## src/adjacency_matrix_neighbor_scan_assert.svh

```systemverilog
// Assertion macros for the neighbour scan block.
`ifndef ADJACENCY_MATRIX_NEIGHBOR_SCAN_ASSERT_SVH
`define ADJACENCY_MATRIX_NEIGHBOR_SCAN_ASSERT_SVH

// Same-cycle implication, clocked on clk_i, off during reset.
`define AMNS_ASSERT_NOW(lbl, ante, cons, msg) \
  lbl: assert property (@(posedge clk_i) disable iff (!rst_ni) (ante) |-> (cons)) \
    else $error(msg);

// Next-cycle implication, clocked on clk_i, off during reset.
`define AMNS_ASSERT_NEXT(lbl, ante, cons, msg) \
  lbl: assert property (@(posedge clk_i) disable iff (!rst_ni) (ante) |=> (cons)) \
    else $error(msg);

`endif

```

## src/amns_pkg.sv

```systemverilog
`timescale 1ns / 1ps

package amns_pkg;

  localparam int VERTEX_W = 4;
  localparam int WEIGHT_W = 16;
  localparam int REQ_W    = 2;

  localparam logic [REQ_W-1:0] REQ_INSERT = 2'd0;
  localparam logic [REQ_W-1:0] REQ_UNDIR  = 2'd1;
  localparam logic [REQ_W-1:0] REQ_DIR    = 2'd2;

endpackage

```

## src/adjacency_matrix_neighbor_scan.sv

```systemverilog
`timescale 1ns / 1ps
// Insert: writes the edge weight, no result. Query: one row/column read pair per cycle from
// the two-read-port weight memory unless an output stall holds the scan stage; the input
// stays stalled until the last result is issued. Reset (rst_ni, async, active low) clears
// control state, then a clearing pass writes zero to all VERTICES*VERTICES entries,
// one a cycle, input stalled.

`include "adjacency_matrix_neighbor_scan_assert.svh"

module adjacency_matrix_neighbor_scan
  import amns_pkg::*;
#(
  parameter int VERTICES = 16
) (
  input  logic                       clk_i,
  input  logic                       rst_ni,
  input  logic                       in_valid_i,
  output logic                       in_stall_o,
  input  logic [REQ_W-1:0]           req_type_i,
  input  logic [VERTEX_W-1:0]        from_vertex_i,
  input  logic [VERTEX_W-1:0]        to_vertex_i,
  input  logic signed [WEIGHT_W-1:0] edge_weight_i,
  output logic                       out_valid_o,
  input  logic                       out_stall_i,
  output logic [VERTEX_W-1:0]        neighbor_vertex_o,
  output logic signed [WEIGHT_W-1:0] neighbor_weight_o,
  output logic                       found_o,
  output logic                       last_o
);

  localparam int VW    = $clog2(VERTICES);
  localparam int DEPTH = VERTICES * VERTICES;
  localparam int AW    = $clog2(DEPTH);

  localparam logic [VW-1:0] J_LAST   = VW'(VERTICES - 1);
  localparam logic [AW-1:0] CLR_LAST = AW'(DEPTH - 1);
  localparam logic [AW-1:0] COL_STEP = AW'(VERTICES);

  typedef enum logic [1:0] {
    ST_CLEAR,
    ST_IDLE,
    ST_SCAN,
    ST_FLUSH
  } state_e;

  logic signed [WEIGHT_W-1:0] mem [DEPTH];
  logic signed [WEIGHT_W-1:0] rd_row_q, rd_col_q;

  logic                       mem_we;
  logic [AW-1:0]              mem_waddr;
  logic signed [WEIGHT_W-1:0] mem_wdata;
  logic                       rd_en;

  state_e                     state_q, state_d;
  logic [AW-1:0]              clr_q, clr_d;
  logic [AW-1:0]              row_addr_q, row_addr_d;
  logic [AW-1:0]              col_addr_q, col_addr_d;
  logic [VW-1:0]              j_q, j_d;
  logic [VW-1:0]              j2_q, j2_d;
  logic [VW-1:0]              src_q, src_d;
  logic                       dir_q, dir_d;
  logic                       s2_v_q, s2_v_d;
  logic                       pend_v_q, pend_v_d;
  logic [VW-1:0]              pend_j_q, pend_j_d;
  logic signed [WEIGHT_W-1:0] pend_w_q, pend_w_d;
  logic                       out_valid_q, out_valid_d;
  logic [VERTEX_W-1:0]        out_vertex_q, out_vertex_d;
  logic signed [WEIGHT_W-1:0] out_weight_q, out_weight_d;
  logic                       found_q, found_d;
  logic                       last_q, last_d;

  logic                       out_free;
  logic                       hit;
  logic signed [WEIGHT_W-1:0] hit_w;
  logic                       s2_block;
  logic                       src_ok, dst_ok;

  assign out_free = !out_valid_q || !out_stall_i;
  assign src_ok   = 32'(from_vertex_i) < VERTICES;
  assign dst_ok   = 32'(to_vertex_i) < VERTICES;

  // neighbour test on the registered row/column pair
  always_comb begin
    hit   = 1'b0;
    hit_w = rd_row_q;
    if (dir_q) begin
      hit = rd_row_q != '0;
    end else if (j2_q != src_q) begin
      if (rd_col_q != '0) begin
        hit   = 1'b1;
        hit_w = rd_col_q;
      end else begin
        hit = rd_row_q != '0;
      end
    end
  end

  assign s2_block = s2_v_q && hit && pend_v_q && !out_free;

  always_comb begin
    state_d      = state_q;
    clr_d        = clr_q;
    row_addr_d   = row_addr_q;
    col_addr_d   = col_addr_q;
    j_d          = j_q;
    j2_d         = j2_q;
    src_d        = src_q;
    dir_d        = dir_q;
    s2_v_d       = s2_v_q;
    pend_v_d     = pend_v_q;
    pend_j_d     = pend_j_q;
    pend_w_d     = pend_w_q;
    out_valid_d  = out_valid_q;
    out_vertex_d = out_vertex_q;
    out_weight_d = out_weight_q;
    found_d      = found_q;
    last_d       = last_q;
    mem_we       = 1'b0;
    mem_waddr    = clr_q;
    mem_wdata    = '0;
    rd_en        = 1'b0;

    if (out_valid_q && !out_stall_i) begin
      out_valid_d = 1'b0;
    end

    // a new hit pushes the held one out; the held one is only known last at scan end
    if (s2_v_q && !s2_block) begin
      s2_v_d = 1'b0;
      if (hit) begin
        if (pend_v_q) begin
          out_valid_d  = 1'b1;
          out_vertex_d = VERTEX_W'(pend_j_q);
          out_weight_d = pend_w_q;
          found_d      = 1'b1;
          last_d       = 1'b0;
        end
        pend_v_d = 1'b1;
        pend_j_d = j2_q;
        pend_w_d = hit_w;
      end
    end

    case (state_q)
      ST_CLEAR: begin
        mem_we = 1'b1;
        clr_d  = clr_q + AW'(1);
        if (clr_q == CLR_LAST) begin
          state_d = ST_IDLE;
        end
      end
      ST_IDLE: begin
        if (in_valid_i) begin
          case (req_type_i)
            REQ_INSERT: begin
              if (src_ok && dst_ok) begin
                mem_we    = 1'b1;
                mem_waddr = AW'(32'(from_vertex_i) * VERTICES + 32'(to_vertex_i));
                mem_wdata = edge_weight_i;
              end
            end
            REQ_UNDIR, REQ_DIR: begin
              src_d      = VW'(from_vertex_i);
              dir_d      = req_type_i == REQ_DIR;
              j_d        = '0;
              row_addr_d = AW'(32'(from_vertex_i) * VERTICES);
              col_addr_d = AW'(from_vertex_i);
              pend_v_d   = 1'b0;
              state_d    = src_ok ? ST_SCAN : ST_FLUSH;
            end
            default: begin
            end
          endcase
        end
      end
      ST_SCAN: begin
        if (!s2_block) begin
          rd_en  = 1'b1;
          s2_v_d = 1'b1;
          j2_d   = j_q;
          if (j_q == J_LAST) begin
            state_d = ST_FLUSH;
          end else begin
            j_d        = j_q + VW'(1);
            row_addr_d = row_addr_q + AW'(1);
            col_addr_d = col_addr_q + COL_STEP;
          end
        end
      end
      ST_FLUSH: begin
        if (!s2_v_q && out_free) begin
          out_valid_d  = 1'b1;
          out_vertex_d = pend_v_q ? VERTEX_W'(pend_j_q) : '0;
          out_weight_d = pend_v_q ? pend_w_q : '0;
          found_d      = pend_v_q;
          last_d       = 1'b1;
          pend_v_d     = 1'b0;
          state_d      = ST_IDLE;
        end
      end
      default: begin
        state_d = ST_IDLE;
      end
    endcase
  end

  always_ff @(posedge clk_i) begin
    if (mem_we) begin
      mem[mem_waddr] <= mem_wdata;
    end
    if (rd_en) begin
      rd_row_q <= mem[row_addr_q];
      rd_col_q <= mem[col_addr_q];
    end
  end

  always_ff @(posedge clk_i or negedge rst_ni) begin
    if (!rst_ni) begin
      state_q      <= ST_CLEAR;
      clr_q        <= '0;
      row_addr_q   <= '0;
      col_addr_q   <= '0;
      j_q          <= '0;
      j2_q         <= '0;
      src_q        <= '0;
      dir_q        <= 1'b0;
      s2_v_q       <= 1'b0;
      pend_v_q     <= 1'b0;
      pend_j_q     <= '0;
      pend_w_q     <= '0;
      out_valid_q  <= 1'b0;
      out_vertex_q <= '0;
      out_weight_q <= '0;
      found_q      <= 1'b0;
      last_q       <= 1'b0;
    end else begin
      state_q      <= state_d;
      clr_q        <= clr_d;
      row_addr_q   <= row_addr_d;
      col_addr_q   <= col_addr_d;
      j_q          <= j_d;
      j2_q         <= j2_d;
      src_q        <= src_d;
      dir_q        <= dir_d;
      s2_v_q       <= s2_v_d;
      pend_v_q     <= pend_v_d;
      pend_j_q     <= pend_j_d;
      pend_w_q     <= pend_w_d;
      out_valid_q  <= out_valid_d;
      out_vertex_q <= out_vertex_d;
      out_weight_q <= out_weight_d;
      found_q      <= found_d;
      last_q       <= last_d;
    end
  end

  assign in_stall_o        = state_q != ST_IDLE;
  assign out_valid_o       = out_valid_q;
  assign neighbor_vertex_o = out_vertex_q;
  assign neighbor_weight_o = out_weight_q;
  assign found_o           = found_q;
  assign last_o            = last_q;

  `AMNS_ASSERT_NOW(a_no_write_in_scan, mem_we,
                   state_q == ST_IDLE || state_q == ST_CLEAR,
                   "memory written during a query")
  `AMNS_ASSERT_NOW(a_s2_only_in_query, s2_v_q,
                   state_q == ST_SCAN || state_q == ST_FLUSH,
                   "scan stage busy outside a query")
  `AMNS_ASSERT_NOW(a_empty_is_last, out_valid_q && !found_q, last_q,
                   "empty result not marked last")
  `AMNS_ASSERT_NEXT(a_flush_to_idle, state_q == ST_FLUSH && !s2_v_q && out_free,
                    state_q == ST_IDLE && out_valid_q && last_q,
                    "final result not issued")

endmodule
```

## config.mk

```make
export PLATFORM = sky130hd
export DESIGN_NAME = adjacency_matrix_neighbor_scan
export DESIGN_NICKNAME = d
export VERILOG_FILES = /design/src/amns_pkg.sv /design/src/adjacency_matrix_neighbor_scan.sv
export VERILOG_INCLUDE_DIRS = /design/src /design/src/src
export SDC_FILE = /design/constraint.sdc
export NUM_CORES = 2
export LEC_CHECK = 0
export CAP_MARGIN = 20
export CORE_UTILIZATION = 35
export CTS_CLUSTER_DIAMETER = 30
export DETAILED_ROUTE_END_ITERATION = 10
export DONT_BUFFER_PORTS = 1
export PLACE_DENSITY_LB_ADDON = 0.15
export SETUP_SLACK_MARGIN = 0.02
export SLEW_MARGIN = 40
export SYNTH_ARGS = -nofsm -noshare
export SYNTH_HDL_FRONTEND = slang
export SYNTH_SLANG_ARGS = --single-unit
```

## constraint.sdc

```tcl
create_clock -name clk_i -period 5.5 [get_ports clk_i]
set_input_delay 0.275 -clock clk_i [delete_from_list [all_inputs] [get_ports clk_i]]
set_output_delay 0.275 -clock clk_i [all_outputs]
set_load 0.02 [all_outputs]
```

* Word-level counts from Yosys, hierarchy flattened
Memory sizes are Yosys's and may differ from the RTL's. A register that Yosys moved wholly into a read port is not among the register bits. Cells that the tools add are included.
Word-level totals: memory bits (writable) 4096, bits of input ports 30, register bits 84, memories kept 1, bits in latches 0, ROM bits 0, word-level logic and storage cells 141
Memories:
- mem | words 256, bits a word 16, read ports 2, clocked after Yosys merged registers in 2, write ports 1, RTL line adjacency_matrix_neighbor_scan.sv:46 | logic signed [WEIGHT_W-1:0] mem [DEPTH];
Operators by class: divide/modulo/power cells 0, shifts and indexed selects 0, reduce and logical (&&, ||, !) cells 23, $lt $le $gt $ge 0, equality and inequality tests 16, add/subtract/negate cells 5, multiply operators 0, bitwise operators 1, multiplexer cells 78
Operators by type and width (number):
- $mux W16 | 12
- $mux W8 | 11
- $mux W4 | 10
- $mux W1 | 33
- $pmux W8 S2 | 2
- $reduce_bool A16 Y1 | 2
- $add A8 B1 Y8 const B | 2
- $mux W2 | 6
- $ne A2 B2 Y1 const B | 6
- $add A8 B4 Y8 | 1
- $add A8 B5 Y8 const B | 1
- $eq A8 B8 Y1 const B | 1
- $pmux W2 S4 | 1
- $pmux W4 S2 | 1
- $eq A2 B2 Y1 const B | 3
- $logic_and A1 B1 Y1 | 6
- $reduce_and A6 Y1 | 1
- $logic_not A1 Y1 | 5
- $reduce_and A5 Y1 | 1
- $add A4 B1 Y4 const B | 1
- $eq A2 B1 Y1 const B | 2
- $eq A4 B4 Y1 const B | 1
- $logic_not A2 Y1 | 2
- $ne A2 B1 Y1 const B | 2
- 8 further kinds | 10

* Logic depth before layout (Yosys ltp)
depth in word-level cells 13, depth in mapped cells 13

* Least setup slack after synthesis
OpenSTA, ideal clock, no wires.
path kind register -> register, start point register state_q[1], end point memory mem[0][10], data pin, path buffers 3, cell stages (with the launch flop) 8, required time 4.630 ns, period minus slack after synthesis 5.722 ns, path slack -0.222 ns, arrival time 4.852 ns, cell sequence dfrtp_1 > inv_1 > ha_1 > and3_1 > clkbuf_1 > clkbuf_1 > clkbuf_1 > and2_1
Between the ends: longest elaborated chain between the ends 2
RTL lines:
- from (decl) | RTL line adjacency_matrix_neighbor_scan.sv:54 | state_e state_q, state_d;
- from (signal assigned) | RTL line adjacency_matrix_neighbor_scan.sv:237 | state_q <= state_d;
- $eq A2 B1 Y1 | RTL line adjacency_matrix_neighbor_scan.sv:144 | case (state_q)
- $mux W16 | RTL line adjacency_matrix_neighbor_scan.sv:144
- via mem_wdata[10] | RTL line adjacency_matrix_neighbor_scan.sv:51 | logic signed [WEIGHT_W-1:0] mem_wdata;
- to (decl) | RTL line adjacency_matrix_neighbor_scan.sv:46
The timed path passes the listed nets, and every way through them passes these cells.

==> results.md <==
* Status: finished clean
* GRT Overall Usage at 0.291
* DP Area at 0.211 sq mm
* Die width at 750 um
* Req. time, crit path at 6.41 ns
* First-pass GRT wire length at 1110000 um
* Critical path destination: rd_row_q[0]$_DFFE_PP_
* Nets at 11500
* Die Span Y at 750 um
* Most common cell in the netlist: edfxtp_1
* Critical path class: reg2reg
* DP HPWL at 530000 um
* CTS tree: built
* CTS Buf Count at 1132
* Worst r2r src: row_addr_q[0]$_DFFE_PN0P_
* Worst hold path type: in2reg
* Post-route ant nets at 0
* Synthesis-to-layout area growth at 26.1%
* Synthesized Nets at 10200
* Flop2flop setup slack at 0.72 ns
* GPL Wtd Cong at 0.959
* List of most frequent post-synthesis cells: edfxtp_1, mux4_2, mux2i_1, clkbuf_1, nor2_1
* WL per Instance at 41.9 um
* Rows at 274
* Setup crit start: row_addr_q[0]$_DFFE_PN0P_
* Via density at 6.36
* Synth Instances at 10200
* Slew Viols, Final at 0
* Ys async rst share at 0.0199
* Initial Util at 0.352
* Skew final at 0.0954 ns
* CP dominant cell by count: buf_12
* Synth Register Bits at 4212
* I/O Pins at 54
* Largest net degree at the start of global routing at 136
* Clock tree buffer depth at 5
* WL final at 828000 um
* Worst slew pin tran at 1.06 ns
* Final-report setup violation count at 0
* Drt pass-1 iters at 8
* Max Freq at 0.209 GHz
* Via count at 126000
* Yosys top cell area share at 0.632
* Critical path's largest stage delay at 0.75 ns
* Fin crit share at 0.869
* VDD IR max at 0.448 mV
* # DRC at 0
* Ys flop type: edfxtp_1
* P_leak at 80.6 nW
* Final instance area at 0.247 sq mm
* Reg clk slew, reported paths at 0.05 ns
* CP max-delay cell: or4_1
* Synth unique cells at 82
* RSZ-0062 raised after global routing: false
* Root Buffer: clkbuf_16
* Slew headroom at 0.286
* Die area at 0.563 sq mm
* Final Hold Fails at 0
* Endpoint type of the worst setup path: flop
* Port-buffer cells at 0
* Hold_sp: to_vertex_i[1]
* Crit path max fanout at 28
* Vias in the first global route at 126000
* Sequential area share after synthesis at 0.643
* Worst hold slack at 0.0193 ns
* Fin crit period at 4.78 ns
* Worst R2R Path Depth at 10
* H-tree depth at 7
* Warning count from the yosys run at 0
* Synth top area cells: edfxtp_1, mux4_2, mux2i_1
* R2r endpoint: rd_row_q[0]$_DFFE_PP_
* Crit path launch type: flop
* Multi-input logic area at 0.0661 sq mm
* Filler cell count at 48000
* Layout cells sized above 1 at 0.395
* CP Cell Sequence: buf_12, buf_12, buf_12, buf_12, mux4_2, a21oi_1, a221oi_1, buf_4, or4_1, a31o_1
* Register area at 0.126 sq mm
* Grt total ovfl at 0
* Setup TNS at 0 ns
* EDFF count, synth at 4128
* Max cap viols at 0
* Syn Area/Cell at 19.2 sq um
* Starting DRT DRC Count at 18900
* Initial antenna violation count at 69
* Clock latency on the worst-skew pair at 1.18 ns
* Post-CTS sizing at 0
* Cell Area, Synth at 0.196 sq mm
* CTS sink cnt at 4212
* Area leader, netlist: edfxtp_1
* Worst EP arrival at 5.69 ns
* Core box area at 0.557 sq mm
* PwrDens at 572 mW/mm^2
routing by layer:
metal	vias up	wire length, um	track usage
met5	-	276	0
met4	20	49800	0.159
met3	1951	87600	0.0812
met2	8224	374000	0.439
met1	68200	316000	0.380
li1	47200	-	-
how the worst min path moves through the flow:
stage	to	slack [ns]	cells after the start
floorplan	asynchronous set/reset pin	-0.02	0
global placement	pend_v_q$_DFF_PN0_	-0.02	0
global route	mem[196][6]$_DFFE_PP_	0.02	4
finish	mem[196][8]$_DFFE_PP_	0.02	4
CTS	mem[229][9]$_DFFE_PP_	0.004	4
detailed placement	found_o$_DFF_PN0_	-0.02	0
cells in the final DEF (no fill, tap or decap), drive strengths merged, types with 21 or more instances in the layout:
master       count
edfxtp        4128
mux4          1803
clkbuf        1316
buf            954
mux2i          879
clkinv         386
nor2           354
a22oi          274
a21oi          269
nand2          243
a221oi         171
o21ai          159
bufinv         108
a22o           105
clkinvlp        91
dfrtp           84
o31ai           77
nand3           62
nor4            61
a221o           58
inv             57
o211ai          53
o221ai          53
o22ai           53
dlygate4sd3     41
a311oi          37
a31oi           35
mux2            31
a211oi          31
and2            27
nor3            22
diode           21
layout make-up:
class                      count  area share
clock inverter               617      0.0248
inverter                      25    0.000501
tap                         7452      0.0377
multi-input combinational   5111       0.268
antenna                       21    0.000213
clock buffer                1315       0.120
sequential                  4212       0.510
timing repair buffer         996      0.0392
per-stage QoR:
stage                     power (mW)  utilization  worst slack, ns  cells
after global routing             144        0.443            0.821  19700
after global placement          78.1        0.377            0.108  17700
after floorplan                 60.0            -         -0.00569  10200
final                            141        0.444            0.719  19700
after CTS                        141        0.443            0.757  19700
after detailed placement        78.5        0.378            0.836  17700
registers in the layout (all words and copies together) (netlist names), named ones only:
register and cells:
col_addr_q 8, rd_col_q 16, j_q 4, pend_w_q 16, dir_q 1, pend_v_q 1
out_valid_o 1, last_o 1, pend_j_q 4, src_q 4, clr_q 8, neighbor_vertex_o 4
state_q 2, rd_row_q 16, neighbor_weight_o 16, row_addr_q 8, j2_q 4, mem 4096
found_o 1
cells by family after synthesis:
group / Yosys count / share of synthesized area
xor gates and xnor gates: 11 / 0.000491
and+or+nand+nor: 889 / 0.0206
buffers and inverters: 870 / 0.0262
AOI/OAI and AO/OA: 1487 / 0.0551
DFF: 4212 / 0.643
adders and majority gates: 11 / 0.000702
muxes: 2713 / 0.254
report_power, final:
| part | switching (mW) | total, mW | internal [mW] |
|---|---|---|---|
| clock network | 19.2 | 62.2 | 43.0 |
| logic | 26.4 | 42.1 | 15.7 |
| registers | 1.12 | 37.0 | 35.9 |
| total | 46.7 | 141 | 94.6 |
worst max-delay path, delay by kind of cell, from the launching register on:
family | cells | cell delay, ns
AO/OA/AOI/OAI | 3 | 1.12
buffers and inverters | 5 | 1.26
multiplexers | 1 | 0.54
flip-flops | 1 | 0.69
AND/OR/NAND/NOR | 1 | 0.75
timing repair:
item / CTS / global route
hold buffers: 43 / 0
setup buffers: 0 / 0
endpoints found under the hold margin: 2489 / 0
Note: power is estimated with default switching activity, not from simulation.
